`src/hgm_pkg.sv`:
```
// Package for the heightmap grid mesher: widths, register codes, item types
// and the 48-bit saturation helper. No dependencies.
`timescale 1ns / 1ps
`default_nettype none

package hgm_pkg;

  localparam int unsigned MaxColumns = 4096;
  localparam int unsigned MaxRows    = 4096;

  localparam int unsigned ColW  = $clog2(MaxColumns);
  localparam int unsigned RowW  = $clog2(MaxRows);
  localparam int unsigned WidW  = ColW + 1;
  localparam int unsigned IdxW  = 24;
  localparam int unsigned RegW  = 32;
  localparam int unsigned PosW  = 48;
  localparam int unsigned AddrW = 3;
  localparam int unsigned SumW  = PosW + 2;

  localparam logic [ColW-1:0] ColLast = ColW'(MaxColumns - 1);
  localparam logic [RowW-1:0] RowLast = RowW'(MaxRows - 1);

  // register indexes on the configuration port
  localparam logic [AddrW-1:0] RegXOrigin    = 3'd0;
  localparam logic [AddrW-1:0] RegXPerColumn = 3'd1;
  localparam logic [AddrW-1:0] RegXPerRow    = 3'd2;
  localparam logic [AddrW-1:0] RegYOrigin    = 3'd3;
  localparam logic [AddrW-1:0] RegYPerColumn = 3'd4;
  localparam logic [AddrW-1:0] RegYPerRow    = 3'd5;
  localparam logic [AddrW-1:0] RegZGain      = 3'd6;
  localparam logic [AddrW-1:0] RegZOffset    = 3'd7;

  typedef struct packed {
    logic signed [RegW-1:0] x_origin;
    logic signed [RegW-1:0] x_per_column;
    logic signed [RegW-1:0] x_per_row;
    logic signed [RegW-1:0] y_origin;
    logic signed [RegW-1:0] y_per_column;
    logic signed [RegW-1:0] y_per_row;
    logic signed [RegW-1:0] z_gain;
    logic signed [RegW-1:0] z_offset;
  } hgm_cfg_t;

  // one sample after the index stage
  typedef struct packed {
    logic signed [RegW-1:0] height;
    logic [ColW-1:0]        col;
    logic [RowW-1:0]        row;
    logic [IdxW-1:0]        vertex_index;
    logic                   cell_done;
    logic [IdxW-1:0]        first_tri_a;
    logic [IdxW-1:0]        first_tri_b;
    logic [IdxW-1:0]        first_tri_c;
    logic [IdxW-1:0]        second_tri_a;
    logic [IdxW-1:0]        second_tri_b;
    logic [IdxW-1:0]        second_tri_c;
  } hgm_item_t;

  typedef struct packed {
    logic signed [PosW-1:0] x_position;
    logic signed [PosW-1:0] y_position;
    logic signed [PosW-1:0] z_position;
    logic [IdxW-1:0]        vertex_index;
    logic                   cell_done;
    logic [IdxW-1:0]        first_tri_a;
    logic [IdxW-1:0]        first_tri_b;
    logic [IdxW-1:0]        first_tri_c;
    logic [IdxW-1:0]        second_tri_a;
    logic [IdxW-1:0]        second_tri_b;
    logic [IdxW-1:0]        second_tri_c;
  } hgm_result_t;

  function automatic logic signed [PosW-1:0] sat48(input logic signed [SumW-1:0] v);
    logic signed [SumW-1:0] hi;
    logic signed [SumW-1:0] lo;
    hi = SumW'({1'b0, {(PosW-1){1'b1}}});
    lo = -hi - SumW'(1);
    if (v > hi) begin
      sat48 = hi[PosW-1:0];
    end else if (v < lo) begin
      sat48 = lo[PosW-1:0];
    end else begin
      sat48 = v[PosW-1:0];
    end
  endfunction

endpackage

`default_nettype wire

```
`src/hgm_cfg.sv`:
```
// Configuration register file of the heightmap grid mesher.
// Depends on hgm_pkg.
`timescale 1ns / 1ps
`default_nettype none

module hgm_cfg
  import hgm_pkg::*;
(
  input  wire logic             clk_i,
  input  wire logic             rst_ni,
  input  wire logic             cfg_we_i,
  input  wire logic [AddrW-1:0] cfg_addr_i,
  input  wire logic [RegW-1:0]  cfg_data_i,
  output hgm_cfg_t              cfg_o
);

  hgm_cfg_t cfg_q, cfg_d;

  always_comb begin
    cfg_d = cfg_q;
    if (cfg_we_i) begin
      case (cfg_addr_i)
        RegXOrigin:    cfg_d.x_origin     = cfg_data_i;
        RegXPerColumn: cfg_d.x_per_column = cfg_data_i;
        RegXPerRow:    cfg_d.x_per_row    = cfg_data_i;
        RegYOrigin:    cfg_d.y_origin     = cfg_data_i;
        RegYPerColumn: cfg_d.y_per_column = cfg_data_i;
        RegYPerRow:    cfg_d.y_per_row    = cfg_data_i;
        RegZGain:      cfg_d.z_gain       = cfg_data_i;
        RegZOffset:    cfg_d.z_offset     = cfg_data_i;
        default:       cfg_d = cfg_q;
      endcase
    end
  end

  always_ff @(posedge clk_i or negedge rst_ni) begin
    if (!rst_ni) begin
      cfg_q.x_origin     <= '0;
      cfg_q.x_per_column <= RegW'(65536);
      cfg_q.x_per_row    <= '0;
      cfg_q.y_origin     <= '0;
      cfg_q.y_per_column <= '0;
      cfg_q.y_per_row    <= RegW'(65536);
      cfg_q.z_gain       <= RegW'(65536);
      cfg_q.z_offset     <= '0;
    end else begin
      cfg_q <= cfg_d;
    end
  end

  assign cfg_o = cfg_q;

endmodule

`default_nettype wire

```
`config.mk`:
```
export PLATFORM = sky130hd
export DESIGN_NAME = hgm_cfg
export DESIGN_NICKNAME = d
export VERILOG_FILES = /design/src/hgm_pkg.sv /design/src/hgm_cfg.sv
export SDC_FILE = /design/constraint.sdc
export NUM_CORES = 1
export LEC_CHECK = 0
export ABC_AREA = 1
export BUFFER_PORTS_ARGS = -buffer_cell sky130_fd_sc_hd__buf_2
export CORE_MARGIN = 10
export CORE_UTILIZATION = 55
export CTS_CLUSTER_SIZE = 25
export DETAILED_ROUTE_END_ITERATION = 7
export PLACE_DENSITY = 0.94
export SETUP_SLACK_MARGIN = 0.4
export SLEW_MARGIN = 25
export SYNTH_ARGS = -nofsm -noshare
export SYNTH_HDL_FRONTEND = slang
export SYNTH_SLANG_ARGS = --single-unit
```
`constraint.sdc`:
```
create_clock -name clk_i -period 2.55 [get_ports clk_i]
set_clock_uncertainty 0.2 [all_clocks]
set_input_delay 0.765 -clock clk_i [delete_from_list [all_inputs] [get_ports clk_i]]
set_output_delay 0.765 -clock clk_i [all_outputs]
set_load 0.03 [all_outputs]
```
==> reports/metrics.yaml <==
min_period_over_period_pct: 85.4
crit_chain: "buf_6"
path_delay_family: "flip-flops"
drc_errors: 0
ios: 294
synth_largest_area_cell: "dfrtp_1"
yosysMostFrequentCell: "nand2_1"
ctsLongestPathBuffers: 3
cts.sinks: 256
cp.required_ps: 1590
period_minus_slack_ps: 2180
fill_cells: 1279
ir_drop_mv: 0.677
clkTransAtPathRegs_ps: 60
firstDrtPassIters: 6
postRouteAntennaNets: 0
synth_area_mm2: 0.0100
drive_above_1_share_pct: 26.6
rr_startpoint: "cfg_o[48]"
dp_hpwl_mm: 23.3
path_buf_inv: 1
largest_reg_flops: 256
yosys.area.top_type_share_pct: 63.3
reg2reg_depth: 3
grt_first_pass_wirelength_mm: 53.1
hold_violations: 0
status: "finished clean"
viasPerCell: 5.58
setup_viol: 0
vias: 9276
fp-row-count: 49
pre_cts_ws_ps: 274
global_route.overflow_total: 0
drtIter0Drc: 868
cts_buffers: 26
async_flop_share_pct: 100
path_class: "flip-flop to primary output"
die_h_um: 155
clock_latency_ps: 520
yosys_warnings: 0
final_cells: 1662
htreeDepth: 1
slowest_delay_ps: 560
coreArea_mm2: 0.0179
antenna_found_initial: 2
cap_violations: 0
slew_viol_final: 0
initial_core_util_pct: 55.9
finish.utilization_pct: 70.4
seq_area_frac_synth_pct: 64.1
cp_max_fo: 2
start_kind: "flip-flop"
placed_cell_area_mm2: 0.0117
cp_slowest_cell: "dfstp_2"
stdcell_area_mm2: 0.0126
worst_pin_slew_ps: 606
synth_edf_count: 0
ctsRootBufferMaster: "clkbuf_16"
synth_area_leaders: "dfrtp_1 (63%), nand2_1 (25%), nand3_1 (6.4%)"
chipWidth_um: 155
cts_tree: "yes"
tns_ps: 0
synth_cells: 1145
wl_per_cell_um: 20.5
avgSynthCellArea_um2: 8.73
hold_class: "input port to async pin"
ys_top_cells_by_count: "nand2_1 (653), dfrtp_1 (253), nand3_1 (128)"
synthesis.nets: 1183
crit_arrival_ps: 1210
ys_ff_latch: 256
p_leak_uw: 0.00736
grt_pass1_vias: 9537
portBuffers: 293
ys_types: 12
relSlewSlack_pct: 59.6
powerDensity_mw_per_mm2: 1010
r2r-end: "cfg_o[48]"
reg2reg_slack_ps: 1520
grt_use_total_pct: 27.6
area_delta_synth_final_pct: 26.0
final_nets: 1452
finalWorstSetupSlack_ps: 372
dieArea_mm2: 0.0240
endpoint_kind: "primary output"
max_freq_ghz: 0.459
dp.cells: 1614
rsz0062_at_grt: "yes"
synth_flop_cell: "dfrtp_1"
grt_max_degree: 73
gp_congestion: 0.869
drt_wl_total_mm: 34.1
==> power breakdown <==
group | switching, uW | internal [uW]
clock network | 1530 | 2230
registers | 501 | 4830
logic | 2700 | 913
total | 4730 | 7970
==> cell families after synthesis <==
kind of cell           synth area share (%)
DFF                                    64.1
buffers and inverters                  4.60
and+or+nand+nor                        31.3
==> what timing repair did <==
item	4_1_cts	5_1_grt
hold buffers	0	0
buffers inserted	1	0
endpoints found under the setup margin	3	3
resized for setup	6	0
hold endpoints to repair	0	0
==> worst max-delay path by stage <==
stage	end	cells after the start	start	slack [ps]
floorplan	cfg_o[229]	6	cfg_we_i	730
global placement	cfg_o[79]	7	cfg_addr_i[2]	360
detailed placement	cfg_o[37]	7	cfg_addr_i[2]	270
CTS	cfg_o[48]	1	cfg_o[48]	370
global route	cfg_o[48]	1	cfg_o[48]	360
finish	cfg_o[208]	1	cfg_o[208]	370
==> per-stage QoR <==
step / hold WS, ps / total power (uW)
2_1_floorplan: 269 / 7570
3_3_place_gp: 248 / 8830
3_5_place_dp: 253 / 8960
4_1_cts: 34.9 / 12700
5_1_grt: 55.6 / 13200
6_report: 19.7 / 12700
==> routing by layer <==
metal / up-vias / track usage (%) / routed length, um
met4: 0 / 12.8 / 1490
met5: - / 0 / 0
li1: 4063 / - / -
met3: 110 / 6.35 / 3670
met1: 4450 / 33.6 / 12300
met2: 653 / 45.6 / 16600
==> area by class of cell <==
cell class,instances,area (um2),share of cell area (%)
flip-flops and latches,256,6410,50.9
diodes,2,5.00,0.0397
inverters,6,22.5,0.179
multi-input cells,789,3160,25.1
repair buffers,335,1890,15.0
well taps,229,287,2.27
clock inverters,4,70.1,0.556
clock buffers,41,758,6.02
==> placed cells by master (no fill, tap or decap) <==
master       n
nand2_1    653
buf_2      289
dfrtp_1    253
nand3_1    128
buf_4       36
clkbuf_16   27
clkbuf_1    11
buf_12       6
inv_1        5
nor2_2       5
nor2_4       3
dfstp_2      3
clkbuf_8     3
buf_6        3
diode_2      2
clkinv_2     2
bufinv_16    2
clkinv_1     1
buf_8        1
Power figures use the tool's default switching activity.
