[config.mk]
export PLATFORM = sky130hd
export DESIGN_NAME = hgm_index
export DESIGN_NICKNAME = d
export VERILOG_FILES = /design/src/hgm_pkg.sv /design/src/hgm_index.sv
export SDC_FILE = /design/constraint.sdc
export NUM_CORES = 1
export LEC_CHECK = 0
export BUFFER_PORTS_ARGS = -buffer_cell sky130_fd_sc_hd__buf_2
export CAP_MARGIN = 0
export CELL_PAD_IN_SITES_DETAIL_PLACEMENT = 0
export CELL_PAD_IN_SITES_GLOBAL_PLACEMENT = 1
export CORE_ASPECT_RATIO = 0.8
export CORE_UTILIZATION = 43
export CTS_CLUSTER_SIZE = 30
export DETAILED_ROUTE_END_ITERATION = 16
export PLACE_DENSITY_LB_ADDON = 0.25
export SETUP_SLACK_MARGIN = 0.15
export SLEW_MARGIN = 20
export SYNTH_ARGS = -nofsm -noshare
export SYNTH_HDL_FRONTEND = slang
export SYNTH_SLANG_ARGS = --single-unit
[constraint.sdc]
create_clock -name clk_i -period 4.03 [get_ports clk_i]
set_input_delay 0.403 -clock clk_i [delete_from_list [all_inputs] [get_ports clk_i]]
set_output_delay 0.403 -clock clk_i [all_outputs]
set_load 0.03 [all_outputs]
[src/hgm_pkg.sv]
// Package for the heightmap grid mesher: widths, register codes, item types
// and the 48-bit saturation helper. No dependencies.
`timescale 1ns / 1ps
`default_nettype none

package hgm_pkg;

  localparam int unsigned MaxColumns = 4096;
  localparam int unsigned MaxRows    = 4096;

  localparam int unsigned ColW  = $clog2(MaxColumns);
  localparam int unsigned RowW  = $clog2(MaxRows);
  localparam int unsigned WidW  = ColW + 1;
  localparam int unsigned IdxW  = 24;
  localparam int unsigned RegW  = 32;
  localparam int unsigned PosW  = 48;
  localparam int unsigned AddrW = 3;
  localparam int unsigned SumW  = PosW + 2;

  localparam logic [ColW-1:0] ColLast = ColW'(MaxColumns - 1);
  localparam logic [RowW-1:0] RowLast = RowW'(MaxRows - 1);

  // register indexes on the configuration port
  localparam logic [AddrW-1:0] RegXOrigin    = 3'd0;
  localparam logic [AddrW-1:0] RegXPerColumn = 3'd1;
  localparam logic [AddrW-1:0] RegXPerRow    = 3'd2;
  localparam logic [AddrW-1:0] RegYOrigin    = 3'd3;
  localparam logic [AddrW-1:0] RegYPerColumn = 3'd4;
  localparam logic [AddrW-1:0] RegYPerRow    = 3'd5;
  localparam logic [AddrW-1:0] RegZGain      = 3'd6;
  localparam logic [AddrW-1:0] RegZOffset    = 3'd7;

  typedef struct packed {
    logic signed [RegW-1:0] x_origin;
    logic signed [RegW-1:0] x_per_column;
    logic signed [RegW-1:0] x_per_row;
    logic signed [RegW-1:0] y_origin;
    logic signed [RegW-1:0] y_per_column;
    logic signed [RegW-1:0] y_per_row;
    logic signed [RegW-1:0] z_gain;
    logic signed [RegW-1:0] z_offset;
  } hgm_cfg_t;

  // one sample after the index stage
  typedef struct packed {
    logic signed [RegW-1:0] height;
    logic [ColW-1:0]        col;
    logic [RowW-1:0]        row;
    logic [IdxW-1:0]        vertex_index;
    logic                   cell_done;
    logic [IdxW-1:0]        first_tri_a;
    logic [IdxW-1:0]        first_tri_b;
    logic [IdxW-1:0]        first_tri_c;
    logic [IdxW-1:0]        second_tri_a;
    logic [IdxW-1:0]        second_tri_b;
    logic [IdxW-1:0]        second_tri_c;
  } hgm_item_t;

  typedef struct packed {
    logic signed [PosW-1:0] x_position;
    logic signed [PosW-1:0] y_position;
    logic signed [PosW-1:0] z_position;
    logic [IdxW-1:0]        vertex_index;
    logic                   cell_done;
    logic [IdxW-1:0]        first_tri_a;
    logic [IdxW-1:0]        first_tri_b;
    logic [IdxW-1:0]        first_tri_c;
    logic [IdxW-1:0]        second_tri_a;
    logic [IdxW-1:0]        second_tri_b;
    logic [IdxW-1:0]        second_tri_c;
  } hgm_result_t;

  function automatic logic signed [PosW-1:0] sat48(input logic signed [SumW-1:0] v);
    logic signed [SumW-1:0] hi;
    logic signed [SumW-1:0] lo;
    hi = SumW'({1'b0, {(PosW-1){1'b1}}});
    lo = -hi - SumW'(1);
    if (v > hi) begin
      sat48 = hi[PosW-1:0];
    end else if (v < lo) begin
      sat48 = lo[PosW-1:0];
    end else begin
      sat48 = v[PosW-1:0];
    end
  endfunction

endpackage

`default_nettype wire

[src/hgm_index.sv]
// Grid position counters and cell triangle indices; registers each accepted
// sample with its column, row and indices. Depends on hgm_pkg.
`timescale 1ns / 1ps
`default_nettype none

module hgm_index
  import hgm_pkg::*;
(
  input  wire logic             clk_i,
  input  wire logic             rst_ni,
  input  wire logic             accept_i,
  input  wire logic [RegW-1:0]  height_i,
  input  wire logic             row_end_i,
  input  wire logic             grid_end_i,
  output hgm_item_t             item_o
);

  logic [ColW-1:0] col_q, col_d;
  logic [RowW-1:0] row_q, row_d;
  logic [WidW-1:0] width_q, width_d;
  logic            known_q, known_d;
  logic [IdxW-1:0] vtx_q, vtx_d;
  hgm_item_t       item_q, item_d;

  logic            closes_cell;
  logic [IdxW-1:0] w_ext;
  logic [IdxW-1:0] ll;

  assign closes_cell = (row_q != '0) && (col_q != '0) && ({1'b0, col_q} < width_q);
  assign w_ext       = IdxW'(width_q);
  assign ll          = vtx_q - w_ext - IdxW'(1);

  always_comb begin
    item_d              = '0;
    item_d.height       = height_i;
    item_d.col          = col_q;
    item_d.row          = row_q;
    item_d.vertex_index = vtx_q;
    item_d.cell_done    = closes_cell;
    if (closes_cell) begin
      item_d.first_tri_a  = ll;
      item_d.first_tri_b  = vtx_q - w_ext;
      item_d.first_tri_c  = vtx_q;
      item_d.second_tri_a = ll;
      item_d.second_tri_b = vtx_q;
      item_d.second_tri_c = vtx_q - IdxW'(1);
    end
  end

  always_comb begin
    col_d   = col_q;
    row_d   = row_q;
    width_d = width_q;
    known_d = known_q;
    vtx_d   = vtx_q;
    if (accept_i) begin
      if (grid_end_i) begin
        col_d   = '0;
        row_d   = '0;
        width_d = '0;
        known_d = 1'b0;
        vtx_d   = '0;
      end else begin
        vtx_d = vtx_q + IdxW'(1);
        if (row_end_i) begin
          if (!known_q) begin
            width_d = {1'b0, col_q} + WidW'(1);
            known_d = 1'b1;
          end
          col_d = '0;
          if (row_q < RowLast) begin
            row_d = row_q + RowW'(1);
          end
        end else if (col_q < ColLast) begin
          col_d = col_q + ColW'(1);
        end
      end
    end
  end

  always_ff @(posedge clk_i or negedge rst_ni) begin
    if (!rst_ni) begin
      col_q   <= '0;
      row_q   <= '0;
      width_q <= '0;
      known_q <= 1'b0;
      vtx_q   <= '0;
    end else begin
      col_q   <= col_d;
      row_q   <= row_d;
      width_q <= width_d;
      known_q <= known_d;
      vtx_q   <= vtx_d;
    end
  end

  always_ff @(posedge clk_i) begin
    if (accept_i) begin
      item_q <= item_d;
    end
  end

  assign item_o = item_q;

endmodule

`default_nettype wire

==> impl_metrics.json <==
{
  "status": "finished, final reports clean",
  "antenna_found_initial": 0,
  "synthXorXnorAreaFrac_pct": 6.44,
  "rr_worst_depth": 12,
  "yosysSeqAreaShare_pct": 59.5,
  "fin_util_pct": 52.7,
  "synth_simple_gate_area_share_pct": 16.1,
  "grt_start_max_net_pins": 68,
  "area_growth_pct": 20.2,
  "rows": 53,
  "slowest_stage": "or4_4",
  "initial_core_util_pct": 43.8,
  "finalWirelength_um": 27500,
  "ys_seq_elements": 239,
  "hp-start": "height_i[30]",
  "post-cts-setup-buffer-count": 0,
  "drv_cap": 0,
  "timing.critical_path.required_ns": 4.29,
  "final_common_cell": "buf_2",
  "powerDensity_mw_per_mm2": 444,
  "period_minus_slack_ns": 3.67,
  "period_share_pct": 91.1,
  "crit_family": "simple AND/OR/NAND/NOR gates",
  "detailroute.via_count": 8105,
  "worst_path_most_repeated_cell": "inv_1",
  "syn_nets": 1065,
  "ctsHtreeMaxLevel": 1,
  "rrSetupSlack_ns": 0.36,
  "synth_area_leader_cell": "edfxtp_1",
  "worstHoldPathCells": 1,
  "final.setup.tns_ns": 0,
  "crit_path_max_incr_delay_ns": 0.59,
  "num_io_pins": 262,
  "synth_warnings": 0,
  "yosys.area.top_type_share_pct": 46.1,
  "diodes": 0,
  "synth_fa_ha_area_share_pct": 3.54,
  "die_area_mm2": 0.0275,
  "cts_tree": "built",
  "timing.rr.start": "vtx_q[0]",
  "synth-compound-area-share_pct": 7.93,
  "nFillCells": 2356,
  "first_global_vias": 7362,
  "grt_pass1_wl_um": 41800,
  "rsz0062_at_grt": "no",
  "drt_iter0_drc": 487,
  "layout.nets": 1289,
  "arrival_ns": 3.93,
  "synth_cell_types": 74,
  "synth-edff-count": 177,
  "worst-path-buf-inv": 2,
  "syn_area_mm2": 0.0115,
  "hold_viol": 0,
  "path_cells": "inv_1 -> ha_1 -> inv_1 -> fa_1 -> a211oi_4 -> o211ai_1 -> a31oi_1 -> nor3_1 -> nand2b_4 -> or4_4 -> nor4_2 -> mux2_1",
  "synth_flop_cell": "edfxtp_1",
  "cts_root_buf": "clkbuf_16",
  "routed_via_density": 5.08,
  "drc": 0,
  "max-clock-path-buffers": 3,
  "grt_overflow_total": 0,
  "avgSynthCellArea_um2": 11.6,
  "skew_ns": 0.0147,
  "muxShareOfSynthArea_pct": 0.662,
  "cts_made_buffers": 25,
  "hp-class": "input port to flop",
  "fmax_mhz": 272,
  "die_y_um": 149,
  "cts.sinks": 239,
  "core_area_mm2": 0.0263,
  "async_flop_share_pct": 25.9,
  "rr_endpoint": "item_o[70]",
  "slew_headroom_pct": 26.8,
  "synthCells": 996,
  "clk_latency_ns": 0.52,
  "p_leak_nw": 6.10,
  "drive_gt1_share_pct": 29.1,
  "ys_top_cells_by_area": "edfxtp_1 46%, dfrtp_1 13%, nor2_1 4.0%, ha_1 3.4%, xor2_1 3.3%",
  "crit_path_end_kind": "flop",
  "place.gp.congestion": 0.857,
  "synth_top_family_by_area": "simple AND/OR/NAND/NOR gates",
  "setup_viol": 0,
  "ant_nets": 0,
  "drtPass1Iterations": 4,
  "mostFrequentLayoutCells": "260 x buf_2, 177 x edfxtp_1, 123 x nor2_1",
  "worst_pin_slew_ns": 1.09,
  "worstPathMaxFanout": 6,
  "dp_hpwl_um": 19800,
  "drt-wirelength-per-cell_um": 17.3,
  "die_w_um": 185,
  "gr-usage-all-layers_pct": 19.7,
  "setup.worst_path.start_class": "flop",
  "ir_drop_mv": 0.283,
  "clk_pin_slew_worst_paths_ns": 0.06,
  "hold_end": "item_o[223]",
  "port_buffers": 261,
  "drv_slew": 0,
  "critical_path_class": "flop to flop"
}
[how the worst max path moves through the flow]
stage	startpoint	end	slack [ns]	cells past startpoint
2_1_floorplan	vtx_q[0]	item_o[70]	0.40	13
3_3_place_gp	vtx_q[0]	item_o[70]	0.37	12
3_5_place_dp	vtx_q[0]	item_o[70]	0.26	12
4_1_cts	vtx_q[0]	item_o[70]	0.24	12
5_1_grt	vtx_q[0]	item_o[71]	0.16	12
6_report	vtx_q[0]	item_o[70]	0.36	12
[sequential cells by signal (all words and copies together), names as in the netlist]
name / count
width_q: 13
row_q: 12
item_o: 177
vtx_q: 24
known_q: 1
col_q: 12
[metrics by stage]
| stage | setup slack, ns | cell area (um2) | std cells | hold WS, ns | power [mW] |
|---|---|---|---|---|---|
| 3_3_place_gp | 0.374 | 13000 | 1549 | 0.467 | 3.91 |
| 3_5_place_dp | 0.258 | 13000 | 1549 | 0.470 | 3.92 |
| 2_1_floorplan | 0.397 | 11500 | 996 | 0.107 | 3.59 |
| 4_1_cts | 0.239 | 13800 | 1595 | 0.0415 | 6.18 |
| 5_1_grt | 0.156 | 13900 | 1595 | 0.0392 | 6.42 |
| 6_report | 0.358 | 13900 | 1595 | 0.0663 | 6.16 |
[cell type report]
class | instances | area [um2] | share of cell area, %
Sequential cell | 239 | 6870 | 49.5
Multi-Input combinational cell | 629 | 4090 | 29.4
Timing Repair Buffer | 290 | 1540 | 11.1
Clock buffer | 31 | 678 | 4.89
Tap cell | 357 | 447 | 3.22
Inverter | 35 | 131 | 0.947
Clock inverter | 14 | 129 | 0.929
[worst register-to-register path: cells and delay by family, from the launching register on]
kind                       cells  cell delay (ns)
buffers and inverters          2             0.12
adders and majority gates      2             0.58
AOI/OAI and AO/OA              3             0.81
muxes                          1             0.35
DFF                            1             0.38
and+or+nand+nor                4             1.17
[cell usage after synthesis (3+ instances only)]
cell / instances
and3_1: 18
inv_1: 35
dfrtp_1: 62
or3_1: 6
buf_2: 3
mux2_1: 4
buf_1: 8
edfxtp_1: 177
o31ai_1: 3
ha_1: 31
nand3_1: 26
nor3_1: 24
nor3b_1: 3
or4_1: 4
xor2_1: 43
or2_2: 4
nor2b_1: 7
a21oi_1: 22
buf_4: 49
nor4_1: 12
nand2b_1: 7
o41ai_1: 4
clkbuf_1: 32
nand4_1: 10
xnor2_1: 40
a21o_1: 7
o211ai_1: 8
and2_1: 36
o21ai_1: 6
nor2_1: 123
o21ai_0: 45
and4_1: 8
nand2_1: 72
o21a_1: 8
[kinds of logic after synthesis]
logic type	after synthesis
buf+inv	128
compound gates	133
flops	239
mux	7
fa+ha+maj	32
xor+xnor	84
simple gates	373
[repair_timing]
action	4_1_cts	5_1_grt
endpoints found under the hold margin	16	0
endpoints found under the setup margin	0	4
gates resized for setup	0	14
hold buffers	1	0
[power breakdown]
| group | internal [mW] | switching, mW |
|---|---|---|
| Sequential | 2.75 | 0.0390 |
| Combinational | 0.369 | 0.742 |
| Clock | 1.32 | 0.938 |
| Total | 4.44 | 1.72 |
[metal layers]
layer	part of all wire, %	vias up	global-route usage (%)
li1	-	3935	-
met1	49	3878	30.0
met2	43	266	29.5
met3	6.0	26	3.31
met4	1.6	0	4.13
met5	0	-	0
Note: power is estimated with default switching activity, not from simulation.
